--- config.mk ---
export PLATFORM = sky130hd
export DESIGN_NAME = source_token_scanner_core
export DESIGN_NICKNAME = d
export VERILOG_FILES = /design/src/rtl/core/sts_pkg.sv /design/src/rtl/core/sts_scan.sv /design/src/rtl/core/sts_fifo.sv /design/src/rtl/core/sts_emit.sv /design/src/rtl/core/source_token_scanner_core.sv
export SDC_FILE = /design/constraint.sdc
export NUM_CORES = 1
export LEC_CHECK = 0
export BUFFER_PORTS_ARGS = -buffer_cell sky130_fd_sc_hd__buf_2
export CAP_MARGIN = 15
export CORE_MARGIN = 3
export CORE_UTILIZATION = 40
export CTS_CLUSTER_DIAMETER = 30
export CTS_CLUSTER_SIZE = 10
export DETAILED_ROUTE_END_ITERATION = 8
export PLACE_DENSITY_LB_ADDON = 0.25
export RECOVER_POWER = 25
export SLEW_MARGIN = 20
export SYNTH_ARGS = -nofsm -noshare
export SYNTH_HDL_FRONTEND = slang
export SYNTH_SLANG_ARGS = --single-unit
--- constraint.sdc ---
create_clock -name clk -period 8.6 [get_ports clk]
set_input_delay 1.72 -clock clk [delete_from_list [all_inputs] [get_ports clk]]
set_output_delay 1.72 -clock clk [all_outputs]
set_load 0.1 [all_outputs]
--- src/rtl/core/sts_pkg.sv ---
// Shared types, character codes, token kinds and keyword table of the token scanner.
`default_nettype none

package sts_pkg;

    typedef enum logic [10:0] {
        MODE_IDLE    = 11'b000_0000_0001,
        MODE_IDENT   = 11'b000_0000_0010,
        MODE_NUMBER  = 11'b000_0000_0100,
        MODE_NUMDOT  = 11'b000_0000_1000,
        MODE_STRING  = 11'b000_0001_0000,
        MODE_COMMENT = 11'b000_0010_0000,
        MODE_SLASH   = 11'b000_0100_0000,
        MODE_BANG    = 11'b000_1000_0000,
        MODE_EQUAL   = 11'b001_0000_0000,
        MODE_GREATER = 11'b010_0000_0000,
        MODE_LESS    = 11'b100_0000_0000
    } mode_t;

    localparam logic [7:0] CH_NUL    = 8'h00;
    localparam logic [7:0] CH_TAB    = 8'h09;
    localparam logic [7:0] CH_LF     = 8'h0a;
    localparam logic [7:0] CH_CR     = 8'h0d;
    localparam logic [7:0] CH_SP     = 8'h20;
    localparam logic [7:0] CH_BANG   = 8'h21;
    localparam logic [7:0] CH_QUOTE  = 8'h22;
    localparam logic [7:0] CH_LPAREN = 8'h28;
    localparam logic [7:0] CH_RPAREN = 8'h29;
    localparam logic [7:0] CH_STAR   = 8'h2a;
    localparam logic [7:0] CH_PLUS   = 8'h2b;
    localparam logic [7:0] CH_COMMA  = 8'h2c;
    localparam logic [7:0] CH_MINUS  = 8'h2d;
    localparam logic [7:0] CH_DOT    = 8'h2e;
    localparam logic [7:0] CH_SLASH  = 8'h2f;
    localparam logic [7:0] CH_0      = 8'h30;
    localparam logic [7:0] CH_9      = 8'h39;
    localparam logic [7:0] CH_SEMI   = 8'h3b;
    localparam logic [7:0] CH_LT     = 8'h3c;
    localparam logic [7:0] CH_EQ     = 8'h3d;
    localparam logic [7:0] CH_GT     = 8'h3e;
    localparam logic [7:0] CH_UA     = 8'h41;
    localparam logic [7:0] CH_UZ     = 8'h5a;
    localparam logic [7:0] CH_LBRACK = 8'h5b;
    localparam logic [7:0] CH_RBRACK = 8'h5d;
    localparam logic [7:0] CH_USCORE = 8'h5f;
    localparam logic [7:0] CH_LA     = 8'h61;
    localparam logic [7:0] CH_LZ     = 8'h7a;
    localparam logic [7:0] CH_LBRACE = 8'h7b;
    localparam logic [7:0] CH_RBRACE = 8'h7d;

    localparam logic [5:0] KIND_LPAREN   = 6'd0;
    localparam logic [5:0] KIND_RPAREN   = 6'd1;
    localparam logic [5:0] KIND_LBRACE   = 6'd2;
    localparam logic [5:0] KIND_RBRACE   = 6'd3;
    localparam logic [5:0] KIND_LBRACK   = 6'd4;
    localparam logic [5:0] KIND_RBRACK   = 6'd5;
    localparam logic [5:0] KIND_COMMA    = 6'd6;
    localparam logic [5:0] KIND_DOT      = 6'd7;
    localparam logic [5:0] KIND_SEMI     = 6'd8;
    localparam logic [5:0] KIND_MINUS    = 6'd9;
    localparam logic [5:0] KIND_PLUS     = 6'd10;
    localparam logic [5:0] KIND_SLASH    = 6'd11;
    localparam logic [5:0] KIND_STAR     = 6'd12;
    localparam logic [5:0] KIND_BANG_EQ  = 6'd13;
    localparam logic [5:0] KIND_EQ       = 6'd14;
    localparam logic [5:0] KIND_EQ_EQ    = 6'd15;
    localparam logic [5:0] KIND_GT       = 6'd16;
    localparam logic [5:0] KIND_GT_EQ    = 6'd17;
    localparam logic [5:0] KIND_LT       = 6'd18;
    localparam logic [5:0] KIND_LT_EQ    = 6'd19;
    localparam logic [5:0] KIND_IDENT    = 6'd20;
    localparam logic [5:0] KIND_STRING   = 6'd21;
    localparam logic [5:0] KIND_NUMBER   = 6'd22;
    localparam logic [5:0] KIND_AND      = 6'd23;
    localparam logic [5:0] KIND_ELSE     = 6'd24;
    localparam logic [5:0] KIND_FALSE    = 6'd25;
    localparam logic [5:0] KIND_FOR      = 6'd26;
    localparam logic [5:0] KIND_FUNCTION = 6'd27;
    localparam logic [5:0] KIND_IF       = 6'd28;
    localparam logic [5:0] KIND_NOT      = 6'd29;
    localparam logic [5:0] KIND_OR       = 6'd30;
    localparam logic [5:0] KIND_RETURN   = 6'd31;
    localparam logic [5:0] KIND_STRUCT   = 6'd32;
    localparam logic [5:0] KIND_SUPER    = 6'd33;
    localparam logic [5:0] KIND_THIS     = 6'd34;
    localparam logic [5:0] KIND_TRUE     = 6'd35;
    localparam logic [5:0] KIND_VAR      = 6'd36;
    localparam logic [5:0] KIND_WHILE    = 6'd37;
    localparam logic [5:0] KIND_COMMENT  = 6'd38;
    localparam logic [5:0] KIND_INVALID  = 6'd39;
    localparam logic [5:0] KIND_END      = 6'd40;

    // keyword text, first character in the low byte
    localparam int KW_COUNT = 15;
    localparam logic [63:0] KW_TEXT [KW_COUNT] = '{
        64'h0000_0000_0064_6e61, 64'h0000_0000_6573_6c65, 64'h0000_0065_736c_6166,
        64'h0000_0000_0072_6f66, 64'h6e6f_6974_636e_7566, 64'h0000_0000_0000_6669,
        64'h0000_0000_0074_6f6e, 64'h0000_0000_0000_726f, 64'h0000_6e72_7574_6572,
        64'h0000_7463_7572_7473, 64'h0000_0072_6570_7573, 64'h0000_0000_7369_6874,
        64'h0000_0000_6575_7274, 64'h0000_0000_0072_6176, 64'h0000_0065_6c69_6877
    };
    localparam logic [3:0] KW_LEN [KW_COUNT] = '{
        4'd3, 4'd4, 4'd5, 4'd3, 4'd8, 4'd2, 4'd3, 4'd2,
        4'd6, 4'd6, 4'd5, 4'd4, 4'd4, 4'd3, 4'd5
    };
    localparam logic [5:0] KW_KIND [KW_COUNT] = '{
        KIND_AND, KIND_ELSE, KIND_FALSE, KIND_FOR, KIND_FUNCTION, KIND_IF,
        KIND_NOT, KIND_OR, KIND_RETURN, KIND_STRUCT, KIND_SUPER, KIND_THIS,
        KIND_TRUE, KIND_VAR, KIND_WHILE
    };

    localparam int FIFO_DEPTH    = 4;
    localparam int FIFO_PTR_BITS = 2;
    localparam int FIFO_CNT_BITS = 3;

    typedef struct packed {
        logic [5:0]  kind;
        logic [15:0] start;
        logic [15:0] length;
    } token_t;

    // all tokens caused by one input byte
    typedef struct packed {
        logic [1:0] count;
        token_t     tok2;
        token_t     tok1;
        token_t     tok0;
    } bundle_t;

    function automatic logic numeral_char(input logic [7:0] c);
        return (c >= CH_0) && (c <= CH_9);
    endfunction

    function automatic logic letter_char(input logic [7:0] c);
        return ((c >= CH_LA) && (c <= CH_LZ)) || ((c >= CH_UA) && (c <= CH_UZ))
            || (c == CH_USCORE);
    endfunction

    // whole-word keyword match; len of zero never matches
    function automatic logic [5:0] word_kind(input logic [63:0] word, input logic [3:0] len);
        logic [63:0] mask;
        logic [5:0]  kind;
        mask = ~(64'hFFFF_FFFF_FFFF_FFFF << {len, 3'b000});
        kind = KIND_IDENT;
        for (int i = 0; i < KW_COUNT; i++) begin
            if ((len == KW_LEN[i]) && (((word ^ KW_TEXT[i]) & mask) == 64'd0))
            begin
                kind = KW_KIND[i];
            end
        end
        return kind;
    endfunction

endpackage

`default_nettype wire

--- src/rtl/core/sts_scan.sv ---
// Front end: per-byte classification, scan state and token bundle generation.
`default_nettype none

module sts_scan #(
    parameter int POSITION_BITS = 16,
    parameter int KEYWORD_BYTES = 8
) (
    input  wire logic            clk,
    input  wire logic            rst_n,
    input  wire logic            accept,
    input  wire logic [7:0]      in_byte,
    output sts_pkg::bundle_t     bundle
);

    localparam int PB       = POSITION_BITS;
    localparam int IDX_BITS = $clog2(KEYWORD_BYTES);
    localparam logic [PB-1:0] POS_MAX = '1;
    localparam logic [PB-1:0] ONE     = PB'(1);
    localparam logic [PB-1:0] TWO     = PB'(2);
    localparam logic [PB-1:0] KW_LIM  = PB'(KEYWORD_BYTES);
    localparam logic [PB-1:0] KW_MAX  = PB'(8);

    sts_pkg::mode_t mode_reg, mode_next;
    logic [PB-1:0]  pos_reg, pos_next;
    logic [PB-1:0]  start_reg, start_next;
    logic [PB-1:0]  len_reg, len_next;
    logic           frac_reg, frac_next;
    logic [7:0]     prefix_reg [KEYWORD_BYTES];

    logic                wr_en;
    logic [IDX_BITS-1:0] wr_idx;
    logic                fresh;
    logic                ended;
    logic                va, vb, vc;
    sts_pkg::token_t     ta, tb, tc;
    logic [63:0]         word;
    logic [3:0]          word_len;

    function automatic logic [PB-1:0] sat_inc(input logic [PB-1:0] v);
        return (v == POS_MAX) ? v : v + ONE;
    endfunction

    function automatic logic [PB-1:0] floor_dec(input logic [PB-1:0] v);
        return (v == '0) ? v : v - ONE;
    endfunction

    function automatic sts_pkg::token_t make_tok(input logic [5:0] k,
                                                 input logic [PB-1:0] s,
                                                 input logic [PB-1:0] l);
        sts_pkg::token_t t;
        t.kind   = k;
        t.start  = 16'(s);
        t.length = 16'(l);
        return t;
    endfunction

    assign word = {prefix_reg[7], prefix_reg[6], prefix_reg[5], prefix_reg[4],
                   prefix_reg[3], prefix_reg[2], prefix_reg[1], prefix_reg[0]};
    assign word_len = (len_reg <= KW_MAX) ? len_reg[3:0] : 4'd0;

    always_comb
    begin
        mode_next  = mode_reg;
        pos_next   = sat_inc(pos_reg);
        start_next = start_reg;
        len_next   = len_reg;
        frac_next  = frac_reg;
        wr_en      = 1'b0;
        wr_idx     = len_reg[IDX_BITS-1:0];
        fresh      = 1'b0;
        ended      = 1'b0;
        va         = 1'b0;
        vb         = 1'b0;
        vc         = 1'b0;
        ta         = make_tok(sts_pkg::KIND_INVALID, start_reg, len_reg);
        tb         = make_tok(sts_pkg::KIND_DOT, floor_dec(pos_reg), ONE);
        tc         = make_tok(sts_pkg::KIND_INVALID, pos_reg, ONE);

        // open token: extend it or close it
        unique case (mode_reg)
            sts_pkg::MODE_IDENT:
            begin
                if (sts_pkg::letter_char(in_byte) || sts_pkg::numeral_char(in_byte))
                begin
                    wr_en    = (len_reg < KW_LIM);
                    len_next = sat_inc(len_reg);
                end
                else
                begin
                    va    = 1'b1;
                    ta    = make_tok(sts_pkg::word_kind(word, word_len), start_reg, len_reg);
                    fresh = 1'b1;
                end
            end
            sts_pkg::MODE_NUMBER:
            begin
                if (sts_pkg::numeral_char(in_byte))
                begin
                    len_next = sat_inc(len_reg);
                end
                else if ((in_byte == sts_pkg::CH_DOT) && !frac_reg)
                begin
                    len_next  = sat_inc(len_reg);
                    mode_next = sts_pkg::MODE_NUMDOT;
                end
                else
                begin
                    va    = 1'b1;
                    ta    = make_tok(sts_pkg::KIND_NUMBER, start_reg, len_reg);
                    fresh = 1'b1;
                end
            end
            sts_pkg::MODE_NUMDOT:
            begin
                if (sts_pkg::numeral_char(in_byte))
                begin
                    frac_next = 1'b1;
                    len_next  = sat_inc(len_reg);
                    mode_next = sts_pkg::MODE_NUMBER;
                end
                else
                begin
                    // dot was not a fraction: number, then the dot on its own
                    va    = 1'b1;
                    ta    = make_tok(sts_pkg::KIND_NUMBER, start_reg, floor_dec(len_reg));
                    vb    = 1'b1;
                    fresh = 1'b1;
                end
            end
            sts_pkg::MODE_STRING:
            begin
                if (in_byte == sts_pkg::CH_NUL)
                begin
                    va    = 1'b1;
                    ta    = make_tok(sts_pkg::KIND_INVALID, start_reg, len_reg);
                    fresh = 1'b1;
                end
                else
                begin
                    len_next = sat_inc(len_reg);
                    if (in_byte == sts_pkg::CH_QUOTE)
                    begin
                        va        = 1'b1;
                        ta        = make_tok(sts_pkg::KIND_STRING, start_reg, sat_inc(len_reg));
                        mode_next = sts_pkg::MODE_IDLE;
                    end
                end
            end
            sts_pkg::MODE_COMMENT:
            begin
                if ((in_byte == sts_pkg::CH_LF) || (in_byte == sts_pkg::CH_NUL))
                begin
                    va    = 1'b1;
                    ta    = make_tok(sts_pkg::KIND_COMMENT, start_reg, len_reg);
                    fresh = 1'b1;
                end
                else
                begin
                    len_next = sat_inc(len_reg);
                end
            end
            sts_pkg::MODE_SLASH:
            begin
                if (in_byte == sts_pkg::CH_SLASH)
                begin
                    len_next  = TWO;
                    mode_next = sts_pkg::MODE_COMMENT;
                end
                else
                begin
                    va    = 1'b1;
                    ta    = make_tok(sts_pkg::KIND_SLASH, start_reg, ONE);
                    fresh = 1'b1;
                end
            end
            sts_pkg::MODE_BANG, sts_pkg::MODE_EQUAL, sts_pkg::MODE_GREATER,
            sts_pkg::MODE_LESS:
            begin
                va = 1'b1;
                if (in_byte == sts_pkg::CH_EQ)
                begin
                    mode_next = sts_pkg::MODE_IDLE;
                    unique case (mode_reg)
                        sts_pkg::MODE_BANG:    ta = make_tok(sts_pkg::KIND_BANG_EQ, start_reg, TWO);
                        sts_pkg::MODE_EQUAL:   ta = make_tok(sts_pkg::KIND_EQ_EQ, start_reg, TWO);
                        sts_pkg::MODE_GREATER: ta = make_tok(sts_pkg::KIND_GT_EQ, start_reg, TWO);
                        default:               ta = make_tok(sts_pkg::KIND_LT_EQ, start_reg, TWO);
                    endcase
                end
                else
                begin
                    fresh = 1'b1;
                    unique case (mode_reg)
                        sts_pkg::MODE_BANG:    ta = make_tok(sts_pkg::KIND_INVALID, start_reg, ONE);
                        sts_pkg::MODE_EQUAL:   ta = make_tok(sts_pkg::KIND_EQ, start_reg, ONE);
                        sts_pkg::MODE_GREATER: ta = make_tok(sts_pkg::KIND_GT, start_reg, ONE);
                        default:               ta = make_tok(sts_pkg::KIND_LT, start_reg, ONE);
                    endcase
                end
            end
            default:
            begin
                fresh = 1'b1;
            end
        endcase

        // byte seen with no token open
        if (fresh)
        begin
            mode_next = sts_pkg::MODE_IDLE;
            vc        = 1'b1;
            unique case (in_byte) inside
                sts_pkg::CH_NUL:
                begin
                    tc    = make_tok(sts_pkg::KIND_END, pos_reg, ONE);
                    ended = 1'b1;
                end
                sts_pkg::CH_SP, sts_pkg::CH_TAB, sts_pkg::CH_LF, sts_pkg::CH_CR:
                    vc = 1'b0;
                sts_pkg::CH_LPAREN: tc = make_tok(sts_pkg::KIND_LPAREN, pos_reg, ONE);
                sts_pkg::CH_RPAREN: tc = make_tok(sts_pkg::KIND_RPAREN, pos_reg, ONE);
                sts_pkg::CH_LBRACE: tc = make_tok(sts_pkg::KIND_LBRACE, pos_reg, ONE);
                sts_pkg::CH_RBRACE: tc = make_tok(sts_pkg::KIND_RBRACE, pos_reg, ONE);
                sts_pkg::CH_LBRACK: tc = make_tok(sts_pkg::KIND_LBRACK, pos_reg, ONE);
                sts_pkg::CH_RBRACK: tc = make_tok(sts_pkg::KIND_RBRACK, pos_reg, ONE);
                sts_pkg::CH_COMMA:  tc = make_tok(sts_pkg::KIND_COMMA, pos_reg, ONE);
                sts_pkg::CH_DOT:    tc = make_tok(sts_pkg::KIND_DOT, pos_reg, ONE);
                sts_pkg::CH_SEMI:   tc = make_tok(sts_pkg::KIND_SEMI, pos_reg, ONE);
                sts_pkg::CH_MINUS:  tc = make_tok(sts_pkg::KIND_MINUS, pos_reg, ONE);
                sts_pkg::CH_PLUS:   tc = make_tok(sts_pkg::KIND_PLUS, pos_reg, ONE);
                sts_pkg::CH_STAR:   tc = make_tok(sts_pkg::KIND_STAR, pos_reg, ONE);
                sts_pkg::CH_SLASH, sts_pkg::CH_BANG, sts_pkg::CH_EQ, sts_pkg::CH_GT,
                sts_pkg::CH_LT, sts_pkg::CH_QUOTE:
                begin
                    vc         = 1'b0;
                    start_next = pos_reg;
                    len_next   = ONE;
                    unique case (in_byte)
                        sts_pkg::CH_SLASH: mode_next = sts_pkg::MODE_SLASH;
                        sts_pkg::CH_BANG:  mode_next = sts_pkg::MODE_BANG;
                        sts_pkg::CH_EQ:    mode_next = sts_pkg::MODE_EQUAL;
                        sts_pkg::CH_GT:    mode_next = sts_pkg::MODE_GREATER;
                        sts_pkg::CH_LT:    mode_next = sts_pkg::MODE_LESS;
                        default:           mode_next = sts_pkg::MODE_STRING;
                    endcase
                end
                [sts_pkg::CH_0:sts_pkg::CH_9]:
                begin
                    vc         = 1'b0;
                    start_next = pos_reg;
                    len_next   = ONE;
                    frac_next  = 1'b0;
                    mode_next  = sts_pkg::MODE_NUMBER;
                end
                [sts_pkg::CH_LA:sts_pkg::CH_LZ], [sts_pkg::CH_UA:sts_pkg::CH_UZ],
                sts_pkg::CH_USCORE:
                begin
                    vc         = 1'b0;
                    start_next = pos_reg;
                    len_next   = ONE;
                    mode_next  = sts_pkg::MODE_IDENT;
                    wr_en      = 1'b1;
                    wr_idx     = '0;
                end
                default:
                    tc = make_tok(sts_pkg::KIND_INVALID, pos_reg, ONE);
            endcase
        end

        if (ended)
        begin
            mode_next = sts_pkg::MODE_IDLE;
            pos_next  = '0;
            frac_next = 1'b0;
        end
    end

    // compact: b only ever comes with a
    always_comb
    begin
        bundle.count = 2'({1'b0, va} + {1'b0, vb} + {1'b0, vc});
        bundle.tok0  = va ? ta : tc;
        bundle.tok1  = vb ? tb : tc;
        bundle.tok2  = tc;
    end

    always_ff @(posedge clk or negedge rst_n)
    begin
        if (!rst_n)
        begin
            mode_reg  <= sts_pkg::MODE_IDLE;
            pos_reg   <= '0;
            start_reg <= '0;
            len_reg   <= '0;
            frac_reg  <= 1'b0;
        end
        else if (accept)
        begin
            mode_reg  <= mode_next;
            pos_reg   <= pos_next;
            start_reg <= start_next;
            len_reg   <= len_next;
            frac_reg  <= frac_next;
        end
    end

    always_ff @(posedge clk)
    begin
        if (accept && wr_en)
        begin
            prefix_reg[wr_idx] <= in_byte;
        end
    end

endmodule

`default_nettype wire

--- src/rtl/core/sts_fifo.sv ---
// Short queue of token bundles between the scanner and the output stage.
`default_nettype none

module sts_fifo (
    input  wire logic              clk,
    input  wire logic              rst_n,
    input  wire logic              wr_en,
    input  wire sts_pkg::bundle_t  wr_data,
    output logic                   full,
    input  wire logic              rd_en,
    output sts_pkg::bundle_t       rd_data,
    output logic                   not_empty
);

    localparam logic [sts_pkg::FIFO_CNT_BITS-1:0] DEPTH =
        sts_pkg::FIFO_CNT_BITS'(sts_pkg::FIFO_DEPTH);

    sts_pkg::bundle_t                  store_reg [sts_pkg::FIFO_DEPTH];
    logic [sts_pkg::FIFO_PTR_BITS-1:0] wr_ptr_reg, wr_ptr_next;
    logic [sts_pkg::FIFO_PTR_BITS-1:0] rd_ptr_reg, rd_ptr_next;
    logic [sts_pkg::FIFO_CNT_BITS-1:0] cnt_reg, cnt_next;
    logic                              do_wr, do_rd;

    assign full      = (cnt_reg == DEPTH);
    assign not_empty = (cnt_reg != '0);
    assign rd_data   = store_reg[rd_ptr_reg];
    assign do_wr     = wr_en && !full;
    assign do_rd     = rd_en && not_empty;

    always_comb
    begin
        wr_ptr_next = do_wr ? wr_ptr_reg + 1'b1 : wr_ptr_reg;
        rd_ptr_next = do_rd ? rd_ptr_reg + 1'b1 : rd_ptr_reg;
        cnt_next    = cnt_reg;
        if (do_wr && !do_rd)
        begin
            cnt_next = cnt_reg + 1'b1;
        end
        else if (!do_wr && do_rd)
        begin
            cnt_next = cnt_reg - 1'b1;
        end
    end

    always_ff @(posedge clk or negedge rst_n)
    begin
        if (!rst_n)
        begin
            wr_ptr_reg <= '0;
            rd_ptr_reg <= '0;
            cnt_reg    <= '0;
        end
        else
        begin
            wr_ptr_reg <= wr_ptr_next;
            rd_ptr_reg <= rd_ptr_next;
            cnt_reg    <= cnt_next;
        end
    end

    always_ff @(posedge clk)
    begin
        if (do_wr)
        begin
            store_reg[wr_ptr_reg] <= wr_data;
        end
    end

endmodule

`default_nettype wire

--- src/rtl/core/sts_emit.sv ---
// Back end: hands out the tokens of the head bundle one beat at a time.
`default_nettype none

module sts_emit (
    input  wire logic              clk,
    input  wire logic              rst_n,
    input  wire sts_pkg::bundle_t  head,
    input  wire logic              head_valid,
    output logic                   head_pop,
    input  wire logic              pop,
    output logic                   empty,
    output logic [5:0]             token_kind,
    output logic [15:0]            token_start,
    output logic [15:0]            token_length,
    output logic                   last_of_run
);

    logic [1:0]      idx_reg, idx_next;
    sts_pkg::token_t tok;
    logic            take;

    always_comb
    begin
        case (idx_reg)
            2'd0:    tok = head.tok0;
            2'd1:    tok = head.tok1;
            default: tok = head.tok2;
        endcase
    end

    assign empty        = !head_valid;
    assign token_kind   = tok.kind;
    assign token_start  = tok.start;
    assign token_length = tok.length;
    assign last_of_run  = (idx_reg == (head.count - 2'd1));
    assign take         = pop && head_valid;
    assign head_pop     = take && last_of_run;

    always_comb
    begin
        idx_next = idx_reg;
        if (take)
        begin
            idx_next = last_of_run ? 2'd0 : idx_reg + 2'd1;
        end
    end

    always_ff @(posedge clk or negedge rst_n)
    begin
        if (!rst_n)
        begin
            idx_reg <= 2'd0;
        end
        else
        begin
            idx_reg <= idx_next;
        end
    end

endmodule

`default_nettype wire

--- src/rtl/core/source_token_scanner_core.sv ---
// Top level of the streaming token scanner: scanner, bundle queue and output stage.
//
//  channel  | ports                                              | handshake
//  ---------+----------------------------------------------------+-------------------
//  input    | in_byte                                            | push / full
//  tokens   | token_kind, token_start, token_length, last_of_run | pop / empty
//
//  One byte is taken per cycle while the four-entry bundle queue has room; the
//  scanner decides each byte combinationally. Each byte yields zero to three
//  tokens, handed out one per beat by the output stage, so the sustained rate is
//  set by the token count per byte and by pop. A token is shown once its bundle
//  is queued and older tokens are popped. Reset clears scan state and the queue.
`default_nettype none

module source_token_scanner_core #(
    parameter int POSITION_BITS = 16,
    parameter int KEYWORD_BYTES = 8
) (
    input  wire logic        clk,
    input  wire logic        rst_n,
    input  wire logic        push,
    output logic             full,
    input  wire logic [7:0]  in_byte,
    input  wire logic        pop,
    output logic             empty,
    output logic [5:0]       token_kind,
    output logic [15:0]      token_start,
    output logic [15:0]      token_length,
    output logic             last_of_run
);

    logic             accept;
    sts_pkg::bundle_t bundle;
    sts_pkg::bundle_t head;
    logic             head_valid;
    logic             head_pop;

    assign accept = push && !full;

    sts_scan #(
        .POSITION_BITS (POSITION_BITS),
        .KEYWORD_BYTES (KEYWORD_BYTES)
    ) u_scan (
        .clk     (clk),
        .rst_n   (rst_n),
        .accept  (accept),
        .in_byte (in_byte),
        .bundle  (bundle)
    );

    sts_fifo u_fifo (
        .clk       (clk),
        .rst_n     (rst_n),
        .wr_en     (accept && (bundle.count != 2'd0)),
        .wr_data   (bundle),
        .full      (full),
        .rd_en     (head_pop),
        .rd_data   (head),
        .not_empty (head_valid)
    );

    sts_emit u_emit (
        .clk          (clk),
        .rst_n        (rst_n),
        .head         (head),
        .head_valid   (head_valid),
        .head_pop     (head_pop),
        .pop          (pop),
        .empty        (empty),
        .token_kind   (token_kind),
        .token_start  (token_start),
        .token_length (token_length),
        .last_of_run  (last_of_run)
    );

endmodule

`default_nettype wire

# After elaboration in Yosys (flattened, before gate mapping)

Memory sizes are Yosys's and may differ from the RTL's.
Cells that the tools add are included.

Register bits after elaboration: 69
Bits of input ports: 12
RAM bits: 528
Memories kept: 2

Bitwise operators: 31
$add $sub $neg: 12
Reductions and logical operators: 68
Equality and inequality tests: 52
Shift-type cells: 1
Multiplexer cells: 94
Magnitude comparators: 8

Memories:

| memory            | words | bits a word | rd ports | clocked after memory_dff | wr ports | RTL line       | text |
|---|---|---|---|---|---|---|---|
| u_fifo.store_reg  | 4     | 116         | 1        | 0                        | 1        | sts_fifo.sv:18 | `sts_pkg::bundle_t store_reg [sts_pkg::FIFO_DEPTH];` |
| u_scan.prefix_reg | 8     | 8           | 8        | 0                        | 1        | sts_scan.sv:28 | `logic [7:0] prefix_reg [KEYWORD_BYTES];` |

Operator list:

| operator              | count |
|---|---|
| $and 64x64->64        | 15 |
| $logic_not 64->1      | 15 |
| $pmux 38 s13          | 1 |
| $mux 38               | 11 |
| $pmux 38 s7           | 1 |
| $mux 16               | 14 |
| $eq 8x6->1 const B    | 15 |
| $pmux 38 s3           | 1 |
| $pmux 37 s3           | 1 |
| $pmux 11 s5           | 2 |
| $mux 11               | 9 |
| $pmux 16 s6           | 1 |
| $mux 6                | 14 |
| $pmux 38 s2           | 1 |
| $not 64->64           | 1 |
| $shl 64x7->64 const A | 1 |
| $not 26->26           | 2 |
| $not 21->21           | 2 |
| $eq 8x7->1 const B    | 5 |
| $not 37->37           | 1 |
| $not 17->17           | 2 |
| $mux 33               | 1 |
| $pmux 11 s3           | 1 |
| $add 16x1->16 const B | 2 |
| other kinds (64)      | 147 |

# Logic depth before layout (Yosys ltp)

Gate-level depths: netlist (run 1).

Depth in word-level cells: 25
Gate-level depth with buffers: 20

# Modules after synthesis

Synthesis (run 1) repeated with hierarchy kept, for this count alone.

Cell total of the unflattened synthesis: 1,958
Area total of the unflattened synthesis: 27,617.7 µm²

Modules (own cells, without submodules):

| module                    | cells an instance | area an instance (µm²) | times used |
|---|---|---|---|
| sts_fifo                  | 641               | 17,106.4               | 1 |
| sts_scan                  | 1,166             | 9,669.3                | 1 |
| sts_emit                  | 149               | 820.8                  | 1 |
| source_token_scanner_core | 2                 | 21.3                   | 1 |

# Least setup slack after synthesis (run 1)

OpenSTA, ideal clock, no wires.

Path kind: input to register
Start: input in_byte[4]
End: memory u_fifo.store_reg[0][0] in the netlist's numbering, enable pin
Arrival: 6,750 ps
Stages on the path: 14
Setup slack: 1,401 ps
Data required time: 8,151 ps
Buffers on the path: 4
Cells stage by stage: or4b_1 -> buf_2 -> or4_4 -> o2111ai_2 -> and3_1 -> buf_2 -> and3_1 -> buf_2 -> inv_2 -> buf_2 -> fa_1 -> nor2_1 -> nor2_1 -> and2_1

RTL lines:

| element     | RTL line                        | text |
|---|---|---|
| from (decl) | source_token_scanner_core.sv:23 | `input wire logic [7:0] in_byte,` |
| to (decl)   | sts_fifo.sv:18                  |  |

==> results of run 1 <==
-- stage by stage --
stage	hold WS, ns	area [µm²]	cells	utilization [%]	total power [µW]
floorplan	0.4560	21820	1659	-	6310
global placement	0.4791	22760	2314	42.71	7258
detailed placement	0.4919	22760	2314	42.71	7281
CTS	0.4991	25970	2496	48.75	10880
global route	0.5168	25920	2496	48.65	11260
finish	0.4988	25920	2496	48.65	10760
-- where the power goes --
group / switching, µW / leakage (µW) / internal [µW] / total [µW]
registers: 299 / 0.00446 / 3020 / 3320
logic: 2820 / 0.00308 / 1070 / 3890
clock network: 1220 / 0.00156 / 2330 / 3550
-- metal layers --
layer	GRT usage [%]	vias to the layer above
met2	33.54	491
met1	26.41	7306
met4	8.796	0
met3	3.765	147
met5	0	-
li1	-	6585
-- worst min-delay path by stage --
| stage | cells past startpoint | slack, ns | to | startpoint |
|---|---|---|---|---|
| global placement | 1 | 0.48 | u_fifo.cnt_reg[2] | u_fifo.cnt_reg[2] |
| finish | 1 | 0.50 | u_scan.start_reg[1] | u_scan.start_reg[1] |
| global route | 1 | 0.52 | u_scan.start_reg[3] | u_scan.start_reg[3] |
| floorplan | 1 | 0.46 | u_fifo.cnt_reg[2] | u_fifo.cnt_reg[2] |
| detailed placement | 1 | 0.49 | u_scan.start_reg[1] | u_scan.start_reg[1] |
| CTS | 2 | 0.50 | u_scan.mode_reg[0] | u_scan.mode_reg[0] |
-- synthesized netlist by cell type, types with 9 or more instances --
library cell / count
a211oi_1: 10
a21oi_1: 69
a22oi_1: 23
a31oi_1: 22
and2_1: 26
and3_1: 25
and4b_1: 9
buf_1: 11
buf_2: 21
clkbuf_1: 77
dfrtp_1: 68
edfxtp_1: 392
ha_1: 12
inv_1: 20
mux2_2: 9
mux4_2: 81
nand2_1: 185
nand2b_1: 12
nand3_1: 46
nand4_1: 27
nor2_1: 124
nor2b_1: 21
nor3_1: 38
nor4_1: 32
o211ai_1: 14
o21ai_0: 49
o21ai_1: 10
o22ai_1: 9
or2_2: 9
or3_1: 9
or4_1: 13
xnor2_1: 22
xor2_1: 29
-- logic make-up after synthesis --
logic type	Yosys count	share of synthesized area [%]
AO/OA/AOI/OAI	265	7.982
XOR/XNOR	51	2.047
adder cells (fa/ha/maj)	14	0.8715
buffers and inverters	134	2.511
flip-flops	461	61.86
multiplexers	103	9.616
AND/OR/NAND/NOR	631	15.11
-- area by class of cell --
cell class                 count  area (µm²)
multi-input combinational   1064        7784
timing repair buffer          80       475.5
tap                          688       860.8
clock inverter                64       640.6
sequential                   461       13510
fill                        4605       27360
inverter                      21       78.83
clock buffer                 118        2577
==> impl_metrics.yaml, run 1 <==
run_status:
  outcome: "finished with violations"
  violations: "capacitance limit, slew limit"
power:
  p_leak_uw: 0.009093
  power_per_cell_area_nw_per_um2: 415.0
  vdd_ir_drop_max_v: 0.0003189
logic_synthesis:
  ys_ff_latch: 461
  yosysUniqueCellTypes: 93
  ys_warn_count: 0
  synth_edf_count: 392
  yosysTopAreaCellShare_pct: 53.94
  synthArstFlopShare_pct: 14.97
  syn_inst: 1659
  synth_top_cell_by_area: "edfxtp_1"
  synthTopCellsByArea: "edfxtp_1 54%, mux4_2 8.4%, dfrtp_1 7.8%"
  synth_area_um2: 21820
  postSynthAreaPerCell_um2: 13.15
  syn_nets: 1685
  yosysSeqAreaShare_pct: 61.86
  synthFlopType: "edfxtp_1"
setup_path:
  crit_path_end: "u_fifo.store_reg[1][12]"
  crit_family: "simple AND/OR/NAND/NOR gates"
  cpPeakStageDelay_ns: 0.79
  start_kind: "input pin"
  worstPathCellList: "clkbuf_1, and2_0, nand3_1, a222oi_1, and3_1, and3_1, inv_2, buf_4, fa_1, nor2_1, nor2_1, and2_4, buf_4"
  crit_fanout: 51
  endpoint_kind: "flip-flop"
  worst-path-stages: 13
  path_class: "in -> reg"
  worstPathBufferInverterCount: 4
  cp.required_ns: 8.90
  slowest_stage: "clkbuf_1"
  cp-startpoint: "in_byte[2]"
  r2r_slack_ns: 2.87
  r2r-end: "u_fifo.cnt_reg[2]"
  arrival_ns: 7.30
  regToRegStartpoint: "u_fifo.rd_ptr_reg[0]"
  ff2ff_path_depth: 12
placement:
  place_hpwl_um: 37190
  gp_congestion: 0.9617
  io_buffers: 52
  pre_cts_slack_ns: 1.292
clock_network:
  post-cts-setup-buffers: 0
  cts_tree: "done"
  post_cts_resized: 0
  cts.sinks: 461
  numCtsBuffers: 96
  root_buffer: "clkbuf_16"
  clk_latency_ns: 0.63
  cts_buffer_depth: 3
  htree_levels: 3
  holdBufCountCts: 0
  clkTransAtPathRegs_ns: 0.05
grt:
  grt_antenna_before_repair: 0
  first_global_vias: 14770
  grt_max_degree: 64
  grt_usage_pct: 20.32
  gr-total-overflow: 0
  grt_pass1_wl_um: 89140
timing:
  tns_ns: 0
  max_freq_ghz: 0.1428
  slew_viol_final: 90
  rsz0062_at_grt: "no"
  setup_slack_ns: 1.599
  finClkSkew_ns: 0.04770
  worstMarginPinSlew_ns: 3.543
  relSlewSlack_pct: -136.2
  fin_crit_sh_pct: 81.41
  hold_viol: 0
  layout_min_cycle_time_ns: 7.001
  finalSetupViolCount: 0
floorplan:
  rows: 84
  coreArea_um2: 53290
  start_util_pct: 40.95
  dieArea_um2: 57390
  die_h_um: 239.6
  ios: 53
  die_w_um: 239.6
detailed_routing:
  wl_um: 57630
  wl_met2_um: 28550
  wl_met3_um: 2923
  topRoutingLayerUsed: "met4"
  vias_per_cell: 5.821
  first_iter_violations: 1384
  drt-pass1-iter-count: 5
  dr_total_vias: 14530
  drcViolationCount: 0
  drtAntennaViolNets: 0
  wire_per_inst_um: 23.09
  wirelength_met1_um: 24000
finish:
  largest_reg_flops: 328
  final_nets: 1750
  drive_gt1_share_pct: 19.86
  antennaDiodeCount: 0
  layout_common_cells: "392 x edfxtp_1, 185 x nand2_1, 122 x nor2_1"
  final_common_cell: "edfxtp_1"
  area_growth_pct: 18.80
job:
  drv_cap: 2
worst_hold_path:
  hold_class: "reg -> reg"
Power figures use the tool's default switching activity.
==> run 2, diff against run 1 <==
- clock period: 8.6 -> 5.8 ns (I/O delays scaled with it)
==> impl_metrics.yaml, run 2 (synthesized netlist as in run 1, its figures left out) <==
setup_path:
  worstPathCellList: "clkbuf_1, clkbuf_1, nand2_1, or4_4, o2111ai_2, and3_1, and3_1, inv_2, fa_1, nor2_1, nor2_1, buf_4, and2_4, buf_4"
  slowest_stage: "fa_1"
  cpPeakStageDelay_ns: 0.69
  cp.required_ns: 6.09
  worst-path-stages: 14
  path_class: "in -> reg"
  arrival_ns: 5.53
  endpoint_kind: "flip-flop"
  crit_fanout: 22
  worstPathBufferInverterCount: 5
  start_kind: "input pin"
  crit_family: "simple AND/OR/NAND/NOR gates"
  ff2ff_path_depth: 14
clock_network:
  clk_latency_ns: 0.64
  clkTransAtPathRegs_ns: 0.04
  holdBufCountCts: 0
  htree_levels: 3
  cts_tree: "done"
  numCtsBuffers: 94
  post_cts_resized: 0
  post-cts-setup-buffers: 0
  cts.sinks: 461
  root_buffer: "clkbuf_16"
  cts_buffer_depth: 3
timing:
  finClkSkew_ns: 0.03958
  layout_min_cycle_time_ns: 5.241
  max_freq_ghz: 0.1908
  relSlewSlack_pct: -67.71
  slew_viol_final: 72
  fin_crit_sh_pct: 90.37
  rsz0062_at_grt: "no"
  hold_viol: 0
  worstMarginPinSlew_ns: 2.516
  tns_ns: 0
  finalSetupViolCount: 0
run_status:
  outcome: "finished with violations"
  violations: "capacitance limit, slew limit"
worst_hold_path:
  hold_class: "reg -> reg"
  min_path_cells: 2
power:
  fin_total_pwr_uw: 16410
  power_per_cell_area_nw_per_um2: 623.4
  p_leak_uw: 0.009284
  vdd_ir_drop_max_v: 0.0004796
floorplan:
  dieArea_um2: 57390
  coreArea_um2: 53290
  start_util_pct: 40.95
  rows: 84
  die_h_um: 239.6
  die_w_um: 239.6
  ios: 53
finish:
  final_common_cell: "edfxtp_1"
  layout_common_cells: "392 x edfxtp_1, 185 x nand2_1, 123 x nor2_1"
  fillers: 4555
  antennaDiodeCount: 0
  area_growth_pct: 20.64
  drive_gt1_share_pct: 20.66
  multi_input_area_um2: 7776
  register_area_um2: 13510
  final_nets: 1777
  largest_reg_flops: 328
detailed_routing:
  wire_per_inst_um: 23.13
  drcViolationCount: 0
  drt-pass1-iter-count: 5
  drtAntennaViolNets: 0
  wl_um: 58250
  dr_total_vias: 14750
  first_iter_violations: 1245
  vias_per_cell: 5.858
placement:
  io_buffers: 52
  place_hpwl_um: 37940
  gp_congestion: 0.9309
grt:
  grt_antenna_before_repair: 0
  gr-total-overflow: 0
  grt_pass1_wl_um: 90760
  grt_max_degree: 59
  first_global_vias: 15040
  grt_usage_pct: 20.72
job:
  drv_cap: 2
[run 2: metrics by stage]
step                      hold WS (ns)  util (%)  cell area (µm²)  cells  worst slack, ns
after detailed placement        0.4838     43.22            23030   2343           0.2390
after CTS                       0.4855     49.55            26400   2518           0.9020
after floorplan                 0.4560         -            21830   1659          0.04965
after global placement          0.4735     43.22            23030   2343           0.3147
after global routing            0.5042     49.40            26330   2518           0.2997
final                           0.4943     49.40            26330   2518           0.5586
[run 2: layer usage]
| metal | global-route usage, % | up-vias | wire length [µm] | share of wire (%) |
|---|---|---|---|---|
| li1 | - | 6632 | - | - |
| met3 | 4.122 | 143 | 3355 | 5.8 |
| met4 | 8.888 | 0 | 2249 | 3.9 |
| met5 | 0 | - | 0 | 0 |
| met1 | 26.88 | 7415 | 24260 | 42 |
| met2 | 34.06 | 561 | 28390 | 49 |
[run 2: final cells by class]
cell class / count / share of cell area, %
clock inverters: 68 / 3.441
well taps: 688 / 3.270
multi-input cells: 1064 / 29.54
flip-flops and latches: 461 / 51.31
clock buffers: 107 / 9.358
inverters: 21 / 0.2994
repair buffers: 109 / 2.785
[run 2: path summary, 6_finish.rpt]
| kind | start | to | slack (ns) |
|---|---|---|---|
| worst max-delay path | in_byte[3] | u_fifo.store_reg[2][10] | 0.56 |
| worst min-delay path | u_scan.mode_reg[0] | u_scan.mode_reg[0] | 0.49 |
| worst max register to register | u_scan.mode_reg[1] | u_fifo.store_reg[2][10] | 1.30 |
| worst min register to register | u_scan.mode_reg[0] | u_scan.mode_reg[0] | 0.49 |
| max in group asynchronous | rst_n | u_fifo.rd_ptr_reg[1] | 0.96 |
| min in group asynchronous | rst_n | u_scan.len_reg[8] | 1.21 |
[run 2: tightest hold or removal path: cells and delay by family, from the launching register on]
family	cells	cell delay, ns
AOI/OAI and AO/OA	1	0.05
DFF	1	0.38
and+or+nand+nor	1	0.05
[run 2: where the power goes]
part	switching (µW)	total, µW	internal, µW
Sequential	542	5010	4470
Combinational	4150	5800	1650
Clock	1820	5600	3780
Total	6510	16400	9900
==> run 3, diff against run 2 <==
- CELL_PAD_IN_SITES_DETAIL_PLACEMENT: unset -> 0
- CELL_PAD_IN_SITES_GLOBAL_PLACEMENT: unset -> 2
- SETUP_SLACK_MARGIN: unset -> 0.05
==> impl_metrics.yaml, run 3 (synthesized netlist as in run 1, its figures left out) <==
finish:
  drive_gt1_share_pct: 21.24
  final_nets: 1785
  layout_common_cells: "392 x edfxtp_1, 185 x nand2_1, 123 x nor2_1"
  final_cells: 2535
  largest_reg_flops: 328
  final_common_cell: "edfxtp_1"
  fin_area_um2: 26740
  area_growth_pct: 22.53
power:
  p_int_uw: 10470
  swShare_pct: 38.76
  power_per_cell_area_nw_per_um2: 639.6
  p_seq_share_pct: 28.7
  p_leak_uw: 0.009485
  switchingPower_uw: 6628
  vdd_ir_drop_max_v: 0.0004416
  comb_power_share_pct: 34.9
  clock_power_share_pct: 36.4
setup_path:
  arrival_ns: 5.70
  slowest_stage: "clkbuf_1"
  crit_fanout: 31
  cp.required_ns: 6.16
  cpPeakStageDelay_ns: 1.48
  worstPathCellList: "clkbuf_1, clkbuf_1, nor2_1, and3_1, a222oi_1, and3_1, and3_1, clkbuf_1, a2111oi_0, a21oi_1"
  start_kind: "input pin"
  worstPathBufferInverterCount: 3
  path_class: "in -> reg"
  endpoint_kind: "flip-flop"
  crit_family: "buffers and inverters"
placement:
  pre_cts_slack_ns: 0.3463
  gp_congestion: 0.8791
  place_hpwl_um: 40550
  placed_cells: 2345
  dpl-instance-area_um2: 23060
  io_buffers: 52
timing:
  max_freq_ghz: 0.1872
  worstMarginPinSlew_ns: 2.160
  finClkSkew_ns: 0.04407
  fin_crit_sh_pct: 92.08
  setup_slack_ns: 0.4591
  rsz0062_at_grt: "no"
  hold_viol: 0
  tns_ns: 0
  finalSetupViolCount: 0
  layout_min_cycle_time_ns: 5.341
  relSlewSlack_pct: -45.52
  slew_viol_final: 99
floorplan:
  dieArea_um2: 57390
  die_w_um: 239.6
  coreArea_um2: 53290
  ios: 53
  die_h_um: 239.6
  rows: 84
  start_util_pct: 40.95
grt:
  gr-total-overflow: 0
  grt_antenna_before_repair: 1
  grt_use_met1_pct: 33.02
  grt_pass1_wl_um: 94190
  busiest_layer: "met1"
  grt_max_degree: 50
  grt_usage_pct: 21.77
  first_global_vias: 14940
  grt_util_met2_pct: 32.22
  use_met3_pct: 4.088
detailed_routing:
  first_iter_violations: 1332
  drt-pass1-iter-count: 5
  drtAntennaViolNets: 0
  dr_total_vias: 14910
  wl_um: 61700
  drcViolationCount: 0
  wire_per_inst_um: 24.34
  vias_per_cell: 5.880
clock_network:
  post_cts_resized: 0
  holdBufCountCts: 0
  cts_tree: "done"
  root_buffer: "clkbuf_16"
  post-cts-setup-buffers: 0
  numCtsBuffers: 100
  clk_latency_ns: 0.63
  htree_levels: 3
  clkTransAtPathRegs_ns: 0.05
  cts_buffer_depth: 3
  cts.sinks: 461
worst_hold_path:
  hold_class: "reg -> reg"
run_status:
  violations: "capacitance limit, slew limit"
  outcome: "finished with violations"
job:
  drv_cap: 4
run 3: cell types whose count changed in the layout (fill, tap and decap cells not counted), sizes merged:
cell and change:
clkinv -5, inv +1, diode +1, clkbuf +3, buf +5, bufinv +9
clkinvlp +3
run 3: metal layers:
metal	vias up	part of all wire, %
met2	529	45
met1	7608	47
met3	90	6.1
li1	6679	-
met4	0	1.8
met5	-	0
run 3: per-stage QoR:
step	total power, µW	util, %	hold WS (ns)
after floorplan	9333	-	0.4560
after global placement	10930	43.28	0.4738
after detailed placement	11000	43.28	0.4768
after CTS	17290	50.36	0.4916
after global routing	17840	50.17	0.5227
final	17100	50.18	0.4864
run 3: power by group through the flow:
stage	clock network, µW	logic, µW	registers [µW]
2_1_floorplan	0	4660	4670
3_3_place_gp	0	6010	4930
3_5_place_dp	0	6030	4970
4_1_cts	6320	6040	4920
5_1_grt	6510	6350	4980
6_report	6230	5960	4910
run 3: worst paths after layout:
| check | start | cells past startpoint | slack [ns] | to |
|---|---|---|---|---|
| worst max-delay path | in_byte[0] | 10 | 0.46 | u_fifo.store_reg[1][34] |
| worst min-delay path | u_fifo.cnt_reg[2] | 1 | 0.49 | u_fifo.cnt_reg[2] |
| worst max register to register | u_scan.pos_reg[3] | 9 | 0.87 | u_fifo.store_reg[3][68] |
| worst min register to register | u_fifo.cnt_reg[2] | 1 | 0.49 | u_fifo.cnt_reg[2] |
| max in group asynchronous | rst_n | 2 | 2.98 | u_fifo.rd_ptr_reg[1] |
| min in group asynchronous | rst_n | 1 | 1.14 | u_scan.len_reg[2] |
run 3: cell type report:
cell class	count	area [µm²]
fillers	4564	26550
flip-flops and latches	461	13500
multi-input cells	1064	7754
clock buffers	113	2594
clock inverters	76	1180
well taps	688	860.8
repair buffers	111	764.5
inverters	21	78.83
diodes	1	2.502
run 3: worst reg2reg max path: stages (launching register included):
cell and delay, ns:
dfrtp_1 0.35, clkbuf_1 0.42, or4_1 0.78, nor4_1 0.43, nand2b_1 0.23, or4_1 0.61
o41ai_1 0.83, or2_0 0.61, nor3_1 0.13, xor2_1 0.35
